**src/hdl/smh_pkg.sv**
```systemverilog
// Shared types and constants for the sliding-window median filter.
// No dependencies; used by sliding_median_histogram_top and its testbench.
package smh_pkg;

  // Register file decode: paddr[3:2] selects the register.
  localparam int unsigned PADDR_W = 4;
  localparam int unsigned REG_IDX_W = 2;

  localparam logic [REG_IDX_W-1:0] REG_WINDOW_LENGTH = 2'd0;
  localparam logic [REG_IDX_W-1:0] REG_LOW_VALUE     = 2'd1;
  localparam logic [REG_IDX_W-1:0] REG_HIGH_VALUE    = 2'd2;

  localparam int unsigned WLEN_W = 7;
  localparam logic [WLEN_W-1:0] WLEN_RESET = 7'd9;

  typedef enum logic [2:0] {
    ST_CLEAR,    // zeroing histogram, one bin per cycle
    ST_IDLE,     // waiting for a sample
    ST_RING_RD,  // oldest bin index arrives from the ring
    ST_DEC,      // retire oldest bin, store new ring entry
    ST_INC_RD,   // read bin of new sample
    ST_INC,      // bump bin of new sample
    ST_SCAN,     // cumulative walk over bins
    ST_OUT       // hand median to output register
  } state_e;

endpackage

```
**src/hdl/smh_ram.sv**
```systemverilog
// Generic single-write, single-read RAM with registered read data.
// No dependencies.
module smh_ram #(
  parameter int unsigned WIDTH = 8,
  parameter int unsigned DEPTH = 256
) (
  input  logic                                     clk_i,
  input  logic                                     we_i,
  input  logic [((DEPTH > 1) ? $clog2(DEPTH) : 1)-1:0] waddr_i,
  input  logic [WIDTH-1:0]                         wdata_i,
  input  logic [((DEPTH > 1) ? $clog2(DEPTH) : 1)-1:0] raddr_i,
  output logic [WIDTH-1:0]                         rdata_o
);

  logic [WIDTH-1:0] mem_q [DEPTH];
  logic [WIDTH-1:0] rdata_q;

  always_ff @(posedge clk_i) begin
    if (we_i) begin
      mem_q[waddr_i] <= wdata_i;
    end
    rdata_q <= mem_q[raddr_i];
  end

  assign rdata_o = rdata_q;

endmodule

```
**src/hdl/sliding_median_histogram_top.sv**
```systemverilog
// Sliding-window median filter, top level.
// Depends on smh_pkg and smh_ram.
//
// Usage:
// - Input channel in_valid_i/in_ready_o carries sample_i; output channel
//   out_valid_o/out_ready_i carries median_o. A transfer happens on a rising
//   edge with valid and ready both high.
// - Each sample is clamped into [low_value, high_value] and counted in a
//   histogram RAM (BIN_COUNT bins); a ring RAM keeps the window's bin indexes.
//   Once the window is full the oldest sample's bin is decremented first.
// - After the update the histogram is walked from bin 0 upward, one bin per
//   cycle through the histogram RAM read port, until the middle rank is hit.
//   One sample is in flight at a time: the next sample is taken only once the
//   previous one's update is done and, if it yields a median, its walk has
//   ended and that median has been loaded (which waits while the previous
//   median is unaccepted).
// - No median is produced until window_length samples have arrived.
// - Reset (and any write to a valid register) starts a clearing pass that
//   zeroes the histogram one bin at a time; in_ready_o stays low meanwhile.
// - The median sits in an output register; a stalled receiver does not block
//   the next sample, only the loading of the following median.
// - APB: registers at byte addresses 0 (window_length), 4 (low_value),
//   8 (high_value); pready is always high.
module sliding_median_histogram_top #(
  parameter int unsigned BIN_COUNT   = 256,
  parameter int unsigned MAX_WINDOW  = 64,
  parameter int unsigned SAMPLE_BITS = 16
) (
  input  logic                             clk_i,
  input  logic                             rst_ni,
  // sample channel
  input  logic                             in_valid_i,
  output logic                             in_ready_o,
  input  logic signed [SAMPLE_BITS-1:0]    sample_i,
  // median channel
  output logic                             out_valid_o,
  input  logic                             out_ready_i,
  output logic signed [SAMPLE_BITS-1:0]    median_o,
  // configuration
  input  logic                             psel,
  input  logic                             penable,
  input  logic                             pwrite,
  input  logic [smh_pkg::PADDR_W-1:0]      paddr,
  input  logic [31:0]                      pwdata,
  output logic [31:0]                      prdata,
  output logic                             pready
);

  localparam int unsigned BIN_W = (BIN_COUNT > 1) ? $clog2(BIN_COUNT) : 1;
  localparam int unsigned POS_W = (MAX_WINDOW > 1) ? $clog2(MAX_WINDOW) : 1;
  localparam int unsigned CNT_W = $clog2(MAX_WINDOW + 1);
  localparam int unsigned SB    = SAMPLE_BITS;
  // range arithmetic width: holds samples and the bin span with sign headroom
  localparam int unsigned CMP_W = (SB + 2 > BIN_W + 2) ? SB + 2 : BIN_W + 2;
  localparam int unsigned MED_W = CMP_W + 1;

  // ---------------------------------------------------------------------------
  // Configuration registers
  // ---------------------------------------------------------------------------
  logic [smh_pkg::WLEN_W-1:0] wlen_q;
  logic signed [SB-1:0]       low_q, high_q;
  logic                       cfg_wr;
  logic                       cfg_hit;
  logic [smh_pkg::REG_IDX_W-1:0] reg_idx;

  assign pready  = 1'b1;
  assign reg_idx = paddr[smh_pkg::PADDR_W-1:2];
  assign cfg_wr  = psel & penable & pwrite;

  always_comb begin
    cfg_hit = 1'b0;
    prdata  = '0;
    unique case (reg_idx)
      smh_pkg::REG_WINDOW_LENGTH: begin
        cfg_hit = cfg_wr;
        prdata  = 32'(wlen_q);
      end
      smh_pkg::REG_LOW_VALUE: begin
        cfg_hit = cfg_wr;
        prdata  = 32'(low_q);
      end
      smh_pkg::REG_HIGH_VALUE: begin
        cfg_hit = cfg_wr;
        prdata  = 32'(high_q);
      end
      default: begin
        cfg_hit = 1'b0;
        prdata  = '0;
      end
    endcase
  end

  always_ff @(posedge clk_i or negedge rst_ni) begin
    if (!rst_ni) begin
      wlen_q <= smh_pkg::WLEN_RESET;
      low_q  <= '0;
      high_q <= SB'(255);
    end else if (cfg_wr) begin
      unique case (reg_idx)
        smh_pkg::REG_WINDOW_LENGTH: wlen_q <= pwdata[smh_pkg::WLEN_W-1:0];
        smh_pkg::REG_LOW_VALUE:     low_q  <= pwdata[SB-1:0];
        smh_pkg::REG_HIGH_VALUE:    high_q <= pwdata[SB-1:0];
        default: ;
      endcase
    end
  end

  // ---------------------------------------------------------------------------
  // Effective range and window, registered every cycle (config is quiet while
  // samples flow, and the clearing pass covers the register delay)
  // ---------------------------------------------------------------------------
  logic signed [CMP_W-1:0] lo_x, hi_x, span_x, hi_lim;
  logic signed [SB-1:0]    eff_lo_d, eff_hi_d;
  logic signed [SB-1:0]    eff_lo_q, eff_hi_q;
  logic [CNT_W-1:0]        eff_w_d, eff_w_q;

  always_comb begin
    if (high_q < low_q) begin
      lo_x = CMP_W'(high_q);
      hi_x = CMP_W'(low_q);
    end else begin
      lo_x = CMP_W'(low_q);
      hi_x = CMP_W'(high_q);
    end
    span_x = hi_x - lo_x;
    hi_lim = lo_x + signed'(CMP_W'(BIN_COUNT - 1));
    eff_lo_d = SB'(lo_x);
    if (span_x > signed'(CMP_W'(BIN_COUNT - 1))) begin
      eff_hi_d = SB'(hi_lim);
    end else begin
      eff_hi_d = SB'(hi_x);
    end
    if (wlen_q == '0) begin
      eff_w_d = CNT_W'(1);
    end else if (32'(wlen_q) > 32'(MAX_WINDOW)) begin
      eff_w_d = CNT_W'(MAX_WINDOW);
    end else begin
      eff_w_d = CNT_W'(wlen_q);
    end
  end

  always_ff @(posedge clk_i) begin
    eff_lo_q <= eff_lo_d;
    eff_hi_q <= eff_hi_d;
    eff_w_q  <= eff_w_d;
  end

  // ranks of the two middle samples (equal for an odd window)
  logic [CNT_W-1:0] rank_a, rank_b;
  assign rank_b = eff_w_q >> 1;
  assign rank_a = eff_w_q[0] ? rank_b : rank_b - CNT_W'(1);

  // clamp incoming sample and turn it into a bin index
  logic [BIN_W-1:0] in_bin;
  logic signed [SB-1:0] s_clamped;
  always_comb begin
    if (sample_i < eff_lo_q) begin
      s_clamped = eff_lo_q;
    end else if (sample_i > eff_hi_q) begin
      s_clamped = eff_hi_q;
    end else begin
      s_clamped = sample_i;
    end
    in_bin = BIN_W'(CMP_W'(s_clamped) - CMP_W'(eff_lo_q));
  end

  // ---------------------------------------------------------------------------
  // Memories
  // ---------------------------------------------------------------------------
  logic             hist_we;
  logic [BIN_W-1:0] hist_waddr, hist_raddr;
  logic [CNT_W-1:0] hist_wdata, hist_rdata;
  logic             ring_we;
  logic [POS_W-1:0] ring_addr;
  logic [BIN_W-1:0] ring_rdata;
  logic [BIN_W-1:0] bin_q;       // new sample's bin

  smh_ram #(
    .WIDTH(CNT_W),
    .DEPTH(BIN_COUNT)
  ) u_hist_ram (
    .clk_i  (clk_i),
    .we_i   (hist_we),
    .waddr_i(hist_waddr),
    .wdata_i(hist_wdata),
    .raddr_i(hist_raddr),
    .rdata_o(hist_rdata)
  );

  smh_ram #(
    .WIDTH(BIN_W),
    .DEPTH(MAX_WINDOW)
  ) u_ring_ram (
    .clk_i  (clk_i),
    .we_i   (ring_we),
    .waddr_i(ring_addr),
    .wdata_i(bin_q),
    .raddr_i(ring_addr),
    .rdata_o(ring_rdata)
  );

  // ---------------------------------------------------------------------------
  // Control state
  // ---------------------------------------------------------------------------
  smh_pkg::state_e state_q, state_d;

  logic [BIN_W-1:0] clr_q;
  logic [POS_W-1:0] pos_q;
  logic [CNT_W-1:0] fill_q;
  logic [BIN_W-1:0] old_bin_q;   // retiring sample's bin
  logic             retire_q;    // window was full: drop the oldest
  logic             emit_q;      // window full after this sample
  logic [BIN_W-1:0] scan_addr_q;
  logic [BIN_W-1:0] rd_bin_q;
  logic             rd_vld_q;
  logic [CNT_W:0]   acc_q;
  logic [CNT_W:0]   acc_sum;
  logic             a_found_q;
  logic [BIN_W-1:0] a_q, b_q;
  logic             out_valid_q;
  logic signed [SB-1:0] median_q;

  logic in_xfer, out_load, hit_a, hit_b, pos_wrap;

  assign in_xfer  = in_valid_i & in_ready_o;
  assign acc_sum  = acc_q + (CNT_W + 1)'(hist_rdata);
  assign hit_a    = rd_vld_q && !a_found_q && (acc_sum > (CNT_W + 1)'(rank_a));
  assign hit_b    = rd_vld_q && (acc_sum > (CNT_W + 1)'(rank_b));
  assign out_load = (state_q == smh_pkg::ST_OUT) && (!out_valid_q || out_ready_i);
  assign pos_wrap = (CNT_W'(pos_q) + CNT_W'(1)) == eff_w_q;

  // next state
  always_comb begin
    state_d = state_q;
    unique case (state_q)
      smh_pkg::ST_CLEAR:   if (clr_q == BIN_W'(BIN_COUNT - 1)) state_d = smh_pkg::ST_IDLE;
      smh_pkg::ST_IDLE:    if (in_xfer) state_d = smh_pkg::ST_RING_RD;
      smh_pkg::ST_RING_RD: state_d = smh_pkg::ST_DEC;
      smh_pkg::ST_DEC:     state_d = smh_pkg::ST_INC_RD;
      smh_pkg::ST_INC_RD:  state_d = smh_pkg::ST_INC;
      smh_pkg::ST_INC:     state_d = emit_q ? smh_pkg::ST_SCAN : smh_pkg::ST_IDLE;
      smh_pkg::ST_SCAN:    if (hit_b) state_d = smh_pkg::ST_OUT;
      smh_pkg::ST_OUT:     if (out_load) state_d = smh_pkg::ST_IDLE;
      default:             state_d = smh_pkg::ST_CLEAR;
    endcase
    if (cfg_hit) begin
      state_d = smh_pkg::ST_CLEAR;
    end
  end

  // memory controls
  always_comb begin
    hist_we    = 1'b0;
    hist_waddr = bin_q;
    hist_wdata = hist_rdata + CNT_W'(1);
    hist_raddr = scan_addr_q;
    ring_we    = 1'b0;
    ring_addr  = pos_q;
    in_ready_o = 1'b0;
    unique case (state_q)
      smh_pkg::ST_CLEAR: begin
        hist_we    = 1'b1;
        hist_waddr = clr_q;
        hist_wdata = '0;
      end
      smh_pkg::ST_IDLE: begin
        in_ready_o = 1'b1;
      end
      smh_pkg::ST_RING_RD: begin
        hist_raddr = ring_rdata;
      end
      smh_pkg::ST_DEC: begin
        // a bin already at zero stays there
        hist_we    = retire_q && (hist_rdata != '0);
        hist_waddr = old_bin_q;
        hist_wdata = hist_rdata - CNT_W'(1);
        ring_we    = 1'b1;
      end
      smh_pkg::ST_INC_RD: begin
        hist_raddr = bin_q;
      end
      smh_pkg::ST_INC: begin
        hist_we = 1'b1;
      end
      smh_pkg::ST_SCAN: ;
      smh_pkg::ST_OUT:  ;
      default: ;
    endcase
  end

  always_ff @(posedge clk_i or negedge rst_ni) begin
    if (!rst_ni) begin
      state_q     <= smh_pkg::ST_CLEAR;
      clr_q       <= '0;
      pos_q       <= '0;
      fill_q      <= '0;
      retire_q    <= 1'b0;
      emit_q      <= 1'b0;
      rd_vld_q    <= 1'b0;
      a_found_q   <= 1'b0;
      out_valid_q <= 1'b0;
    end else begin
      state_q <= state_d;

      if (cfg_hit) begin
        clr_q  <= '0;
        pos_q  <= '0;
        fill_q <= '0;
      end else if (state_q == smh_pkg::ST_CLEAR) begin
        clr_q <= clr_q + BIN_W'(1);
      end

      if (in_xfer) begin
        retire_q <= (fill_q == eff_w_q);
        emit_q   <= (fill_q == eff_w_q) || ((fill_q + CNT_W'(1)) == eff_w_q);
      end

      if (state_q == smh_pkg::ST_INC && !cfg_hit) begin
        pos_q <= pos_wrap ? '0 : pos_q + POS_W'(1);
        if (!retire_q) begin
          fill_q <= fill_q + CNT_W'(1);
        end
      end

      rd_vld_q <= (state_q == smh_pkg::ST_SCAN) && !hit_b;
      if (state_q == smh_pkg::ST_INC) begin
        a_found_q <= 1'b0;
      end else if (hit_a) begin
        a_found_q <= 1'b1;
      end

      if (out_valid_q && out_ready_i) begin
        out_valid_q <= 1'b0;
      end
      if (out_load) begin
        out_valid_q <= 1'b1;
      end
    end
  end

  // mean of the two middle values, truncated toward zero
  logic signed [MED_W-1:0] med_sum;
  logic signed [SB-1:0]    med_half;
  always_comb begin
    med_sum = MED_W'(eff_lo_q) + MED_W'(eff_lo_q)
            + signed'(MED_W'(a_q)) + signed'(MED_W'(b_q));
    if (med_sum < 0) begin
      med_half = SB'((med_sum + MED_W'(1)) >>> 1);
    end else begin
      med_half = SB'(med_sum >>> 1);
    end
  end

  // payload registers
  always_ff @(posedge clk_i) begin
    if (in_xfer) begin
      bin_q <= in_bin;
    end
    if (state_q == smh_pkg::ST_RING_RD) begin
      old_bin_q <= ring_rdata;
    end
    if (state_q == smh_pkg::ST_INC) begin
      scan_addr_q <= '0;
      acc_q       <= '0;
    end else if (state_q == smh_pkg::ST_SCAN) begin
      // saturate: the last bin always completes the walk
      if (scan_addr_q != BIN_W'(BIN_COUNT - 1)) begin
        scan_addr_q <= scan_addr_q + BIN_W'(1);
      end
      if (rd_vld_q) begin
        acc_q <= acc_sum;
      end
    end
    rd_bin_q <= scan_addr_q;
    if (hit_a) begin
      a_q <= rd_bin_q;
    end
    if (hit_b) begin
      b_q <= rd_bin_q;
    end
    if (out_load) begin
      median_q <= med_half;
    end
  end

  assign out_valid_o = out_valid_q;
  assign median_o    = median_q;

endmodule

```
**config.mk**
```make
export PLATFORM = sky130hd
export DESIGN_NAME = sliding_median_histogram_top
export DESIGN_NICKNAME = d
export VERILOG_FILES = /design/src/hdl/smh_pkg.sv /design/src/hdl/smh_ram.sv /design/src/hdl/sliding_median_histogram_top.sv
export SDC_FILE = /design/constraint.sdc
export NUM_CORES = 2
export LEC_CHECK = 0
export BUFFER_PORTS_ARGS = -buffer_cell sky130_fd_sc_hd__buf_2
export CAP_MARGIN = 25
export CORE_AREA = 2 2 444 777
export CTS_CLUSTER_DIAMETER = 80
export DETAILED_ROUTE_END_ITERATION = 6
export DIE_AREA = 0 0 446 779
export SETUP_SLACK_MARGIN = 0.4
export SKIP_CTS_REPAIR_TIMING = 1
export SYNTH_ARGS = -nofsm -noshare
export SYNTH_HDL_FRONTEND = slang
export SYNTH_SLANG_ARGS = --single-unit
```
**constraint.sdc**
```tcl
create_clock -name clk_i -period 10.15 [get_ports clk_i]
set_clock_uncertainty 0.05 [all_clocks]
set_input_delay 2.03 -clock clk_i [delete_from_list [all_inputs] [get_ports clk_i]]
set_output_delay 2.03 -clock clk_i [all_outputs]
set_load 0.005 [all_outputs]
```
# Word-level counts from Yosys, hierarchy flattened
# Memory sizes are Yosys's and may differ from the RTL's. A register that Yosys moved wholly into a read port is not among the register bits.
# Index checks and enable logic that the tools add are counted.
# op_classes
addsub	16
multipliers	0
div	0
n_lt_le_gt_ge	8
n_eq_ne	18
n_shift	0
muxes	39
bitwise	3
reduce_logical	31
# ops
op	count
32-bit case mux with 3 select lines	1
18-bit two-way mux	2
7-bit two-way mux	5
16-bit less-than comparator	2
16-bit two-way mux	2
8-bit two-way mux	4
8-bit case mux with 2 select lines	2
3-bit case mux with 8 select lines	1
7-bit equality test	3
18-bit by 9-bit adder with 19-bit output	1
19-bit by 1-bit less-than comparator with 1-bit output (second input constant)	1
17-bit by 9-bit adder with 18-bit output	1
18-bit by 9-bit > comparator with 1-bit output (second input constant)	1
3-bit two-way mux	6
6-bit two-way mux	3
18-bit subtractor	1
16-bit by 16-bit adder with 17-bit output	1
17-bit by 2-bit adder with 17-bit output (second input constant)	1
16-bit by 9-bit adder with 16-bit output (second input constant)	1
8-bit by 1-bit adder with 8-bit output (second input constant)	2
16-bit > comparator	1
7-bit by 1-bit adder with 7-bit output (second input constant)	2
7-bit case mux with 2 select lines	1
3-bit equality test (second input constant)	4
other kinds (31)	66
# totals
regBits	179
latch_bits	0
ram_bits	2304
romBits	0
input_bits	59
output_inout_bits	51
word_cells	141
memories	2
# mem_list
name	depth	width	rd	rd_ports_with_merged_regs	write_ports	line_no	rtl
u_hist_ram.mem_q	256	7	1	1	1	smh_ram.sv:15	logic [WIDTH-1:0] mem_q [DEPTH];
u_ring_ram.mem_q	64	8	1	1	1	smh_ram.sv:15	

# Depth between registers and ports, before layout
# depth
word_depth	6
depth_mapped	29
mapped_depth_nobuf	23

# Hierarchy
# Synthesis repeated with hierarchy kept, for this count alone.
# unflattened
hier_cells	5809
hier_area_um2	103267.8
# modules_own_cells
module	instances	cells_per_inst	area_each_um2	seq_area_each_um2
smh_ram at u_hist_ram	1	3381	70197.3	53951.7
smh_ram at u_ring_ram	1	940	20166.8	15534.9
sliding_median_histogram_top	1	1488	12903.6	4416.7

# Least setup slack after synthesis
# OpenSTA, ideal clock, no wires.
# synth_timing
path_type	register -> register
start	register state_q[1]
end	memory u_hist_ram.mem_q[0][6] (netlist name) (data pin)
setup_time_ns	1.393
arrival_ns	8.678
required_ns	8.707
path_slack_ns	0.030
stages_incl_launch_ff	13
n_path_buf	3
synth_period_minus_slack_ns	10.120
path_cell_list	dfrtp_1 clkbuf_1 nand2_1 nor2_1 clkbuf_1 buf_1 ha_1 a21o_1 a21oi_1 o21bai_1 a21oi_1 xnor2_1 nor2_1
# synth_between
elab_chain_len	2
word_cells_on_any_way	3
cone_classes	eq/ne: 1; mux: 1; reduce/logical: 1
# synth_rtl
element	line_no	rtl
start, declared	sliding_median_histogram_top.sv:205	smh_pkg::state_e state_q, state_d;
start signal, assigned	sliding_median_histogram_top.sv:293	state_q <= smh_pkg::ST_CLEAR;
start signal, assigned	sliding_median_histogram_top.sv:303	state_q <= state_d;
3-bit by 2-bit equality test with 1-bit output / 3-bit logical NOT (equally long branches)	sliding_median_histogram_top.sv:260	unique case (state_q)
7-bit case mux with 2 select lines (*)	sliding_median_histogram_top.sv:260	
net hist_wdata[6]	sliding_median_histogram_top.sv:172	logic [CNT_W-1:0] hist_wdata, hist_rdata;
end, declared	smh_ram.sv:15	
# Mark *: on every way through the listed nets, which the timed path passes. The rest lies on a longest branch.

# Worst setup path in the final report
# layout_timing
start	register low_q[9]
end	register eff_hi_q[11]
# layout_between
elab_chain_len	5
word_cells_on_any_way	7
cone_classes	add/sub: 2; order compare: 2; mux: 3
# layout_rtl
element	line_no	rtl
start, declared	sliding_median_histogram_top.sv:61	logic signed [SB-1:0] low_q, high_q;
start signal, assigned	sliding_median_histogram_top.sv:101	smh_pkg::REG_LOW_VALUE: low_q <= pwdata[SB-1:0];
16-bit less-than comparator	sliding_median_histogram_top.sv:118	if (high_q < low_q) begin
18-bit two-way mux	sliding_median_histogram_top.sv:118	
18-bit subtractor	sliding_median_histogram_top.sv:125	span_x = hi_x - lo_x;
18-bit by 9-bit > comparator with 1-bit output	sliding_median_histogram_top.sv:128	if (span_x > signed'(CMP_W'(BIN_COUNT - 1))) begin
16-bit two-way mux (*)	sliding_median_histogram_top.sv:128	
net eff_hi_d[11]	sliding_median_histogram_top.sv:113	logic signed [SB-1:0] eff_lo_d, eff_hi_d;
end signal, assigned	sliding_median_histogram_top.sv:144	eff_hi_q <= eff_hi_d;
end, declared	sliding_median_histogram_top.sv:114	logic signed [SB-1:0] eff_lo_q, eff_hi_q;
# Marked as above.
# A chain may end at the register's enable or synchronous reset.

==> reports/results.tsv <==
stage	metric	value	unit
layout	fill_cells	32283	
sta	worstMarginPinSlew	1.412	ns
sta	drv_slew	0	
grt	antenna_found_initial	12	
floorplanning	core_area	341100	um^2
place	port_buffers	90	
yosys	syn_area	101900	um^2
critical_path	crit_slowest_cell	a21o_1	
pwr	p_int	25.12	mW
critical_path	critical_path.max_fanout	55	
floorplanning	dieArea	347400	um^2
clock_network	htreeDepth	4	
drt	ant_nets	0	
floorplanning	die_h	779	um
layout	num-nets-final	6061	
hold_path	whs_endpoint	b_q[3]	
clock_network	insertion_delay	0.88	ns
grt	grtUsageTotal	14.56	%
grt	met1_usage	15.10	%
critical_path	cp_slowest_stage_delay	0.83	ns
pwr	power_frac_seq	39.7	%
yosys	synth_area_leader_cell	edfxtp_1	
yosys	ys_seq_area_share	72.52	%
yosys	syn_nets	6021	
drt	first_pass_iters	7	
layout	syn_to_final_growth	12.15	%
yosys	syn_inst	5855	
critical_path	worstSetupPathType	flip-flop to flip-flop	
critical_path	cp-end-kind	flip-flop	
pwr	switching_share	37.12	%
yosys	netlist_top_cells_area	edfxtp_1 (69%), mux4_2 (9.9%), nor2_1 (1.7%)	
sta	fmax	136.4	MHz
sta	setup_tns	0	ns
drt	wire_per_inst	24.66	um
yosys	synthArstFlopShare	2.722	%
critical_path	cp.arrival	8.04	ns
critical_path	reg2reg_depth	22	
sta	hold_violations	0	
layout	layout-drive-gt1-share	17.20	%
pwr	pwr_density_cell	349.5	nW/um^2
yosys	synth_top_area_share	69.31	%
yosys	yosysMostFrequentCell	edfxtp_1	
layout	stdcell_area	114300	um^2
yosys	synth_edf_count	2352	
yosys	ys_top_cells_by_count	edfxtp_1 (2,352), nor2_1 (451), mux4_2 (448)	
clock_network	cts_buffers	204	
pwr	p_clk_share	20.1	%
floorplanning	die_w	446	um
critical_path	crit_chain	inv_1 > ha_1 > a21oi_1 > o21ai_0 > a21oi_1 > a21oi_4 > nor2_4 > buf_4 > a21oi_1 > ha_1 > a21oi_1 > o21ai_0 > a31oi_1 > a21oi_1 > o21a_1 > o31a_1 > a2111o_1 > a2111oi_2 > and4bb_1 > a21o_1 > mux2_2 > a311oi_1	
floorplanning	ios	110	
sta	rsz0062_at_grt	false	
clock_network	clock_path_buffers	4	
pwr	p_leak	36.24	nW
critical_path	cpMostUsedCell	a21oi_1	
pwr	power_frac_comb	40.2	%
layout	fin_cells	10501	
clock_network	cts_tree	built	
critical_path	r2r_start	low_q[9]	
yosys	avgSynthCellArea	17.41	um^2
critical_path	worstPathRequired	10.86	ns
pwr	ir_worst_vdd	0.0006010	V
yosys	yosys_register_bits	2498	
drt	first_iter_violations	4538	
yosys	synth_cell_types	84	
grt	grt_max_degree	209	
layout	post-route-util	33.50	%
critical_path	r2r_end	eff_hi_q[11]	
critical_path	worstSetupStartpointType	flip-flop	
clock_network	cts_sinks	2498	
clock_network	clkTransAtPathRegs	0.07	ns
drt	num_vias	53646	
grt	grt_use_met3	1.551	%
sta	slew_headroom	5.871	%
place	finalWeightedCongestion	0.9029	
critical_path	reg2reg_slack	2.82	ns
pwr	p_sw	14.83	mW
run	maxCapViolations	0	
place	postPlaceCellArea	107500	um^2
drt	drcViolationCount	3	
sta	finalCritPeriodShare	72.25	%
hold_path	hold_depth	0	
grt	grt_pass1_vias	56185	
grt	grt-ovfl-total	0	
hold_path	worstHoldStart	rd_bin_q[3]	
grt	grt_pass1_wl	378.0	mm
yosys	ys.flop_type	edfxtp_1	
clock_network	cts_root_buf	clkbuf_16	
outcome	outcome	complete, but fails checks	
sta	setup_viol	0	
sta	holdWs	0.3851	ns
drt	routed_wl	258.9	mm
yosys	yosys_warnings	0	
grt	grt.busiest_layer	met2	
sta	min_period	7.333	ns
grt	use_met2	27.60	%
place	hpwlAfterDp	163.2	mm
outcome	violations	design-rule violations	
hold_path	min_path_type	flip-flop to flip-flop	
floorplanning	rows	284	
place	dpl.cell_count	10115	
floorplanning	start_util	29.87	%
drt	viasPerCell	5.109	
==> power by group through the flow <==
stage	Sequential (mW)	Clock, mW	Combinational, mW
detailed placement	16.1	0	16.2
floorplan	16.3	0	9.97
global route	15.9	8.53	17.3
finish	15.9	8.04	16.0
CTS	15.9	8.20	16.2
global placement	16.0	0	15.7
==> cell families (layout without fill, tap and decap cells) <==
group                    Yosys count  after routing  synth area share (%)
AO/OA/AOI/OAI                   1036           1036                 7.048
XOR/XNOR                          82             82                0.7048
adder cells (fa/ha/maj)          107            107                 1.395
buffers and inverters            468            670                 1.837
flip-flops                      2498           2498                 72.52
multiplexers                     634            634                 11.76
other                              1             12              0.003680
AND/OR/NAND/NOR                 1029           1029                 4.731
==> how the worst max path moves through the flow <==
stage	from	endpoint	cells past startpoint
floorplan	state_q[1]	u_hist_ram.mem_q[0][1]	7
global placement	low_q[9]	eff_hi_q[11]	22
detailed placement	low_q[9]	eff_hi_q[11]	22
CTS	low_q[9]	eff_hi_q[11]	22
global route	low_q[8]	eff_hi_q[11]	22
finish	low_q[9]	eff_hi_q[11]	22
==> area by class of cell <==
cell class | instances | area, um^2 | share of cell area, %
Sequential cell | 2498 | 73900 | 64.66
Multi-Input combinational cell | 2889 | 26320 | 23.02
Tap cell | 4433 | 5547 | 4.853
Clock buffer | 248 | 5344 | 4.676
Timing Repair Buffer | 210 | 1529 | 1.338
Clock inverter | 120 | 1281 | 1.121
Inverter | 92 | 345.3 | 0.3021
Antenna cell | 11 | 27.53 | 0.02408
==> critical path: cells and delay by family (launching register included) <==
kind,cells,cell delay (ns)
adders and majority gates,2,0.71
DFF,1,0.54
AOI/OAI and AO/OA,15,3.99
and+or+nand+nor,2,0.75
muxes,1,0.42
buffers and inverters,2,0.72
==> metal layers <==
| layer | routed length (um) | share of wire [%] | up-vias |
|---|---|---|---|
| li1 | - | - | 23580 |
| met1 | 88330 | 34 | 27751 |
| met2 | 141200 | 55 | 1700 |
| met3 | 11310 | 4.4 | 611 |
| met4 | 18070 | 7.0 | 4 |
| met5 | 20 | 0.0077 | - |
==> registers in the layout, summed over array words and instances, names as in the netlist, 8 cells and up <==
name                count
u_hist_ram.mem_q     1792
u_ring_ram.mem_q      512
eff_hi_q               16
eff_lo_q               16
high_q                 16
low_q                  16
median_o               16
a_q                     8
acc_q                   8
b_q                     8
bin_q                   8
clr_q                   8
old_bin_q               8
rd_bin_q                8
scan_addr_q             8
u_ring_ram.rdata_o      8
==> per-stage QoR <==
step / setup WS (ns) / total power, mW
floorplan: 0.4188 / 26.28
global placement: 3.056 / 31.76
detailed placement: 3.004 / 32.27
CTS: 2.940 / 40.29
global route: 2.432 / 41.75
finish: 2.817 / 39.94
==> layout by cell type, fill, tap and decap left out, types with 55 or more instances in the layout <==
cell type  Yosys  layout
a211oi_1     216     216
a21oi_1      235     229
a221oi_1      55      55
a22o_1        73      73
a22oi_1      170     170
a31oi_1       62      62
buf_2         26      90
buf_4         18     104
clkbuf_16      0     207
dfrtp_1       58      58
dfxtp_1       78      78
edfxtp_1    2352    2352
ha_1          96      96
inv_1         92      92
mux2i_1      159     159
mux4_2       448     448
nand2_1      191     190
nor2_1       451     441
nor2b_1      147     145
o21ai_0       89      89
xnor2_1       56      56
(Power assumes the default switching activity.)
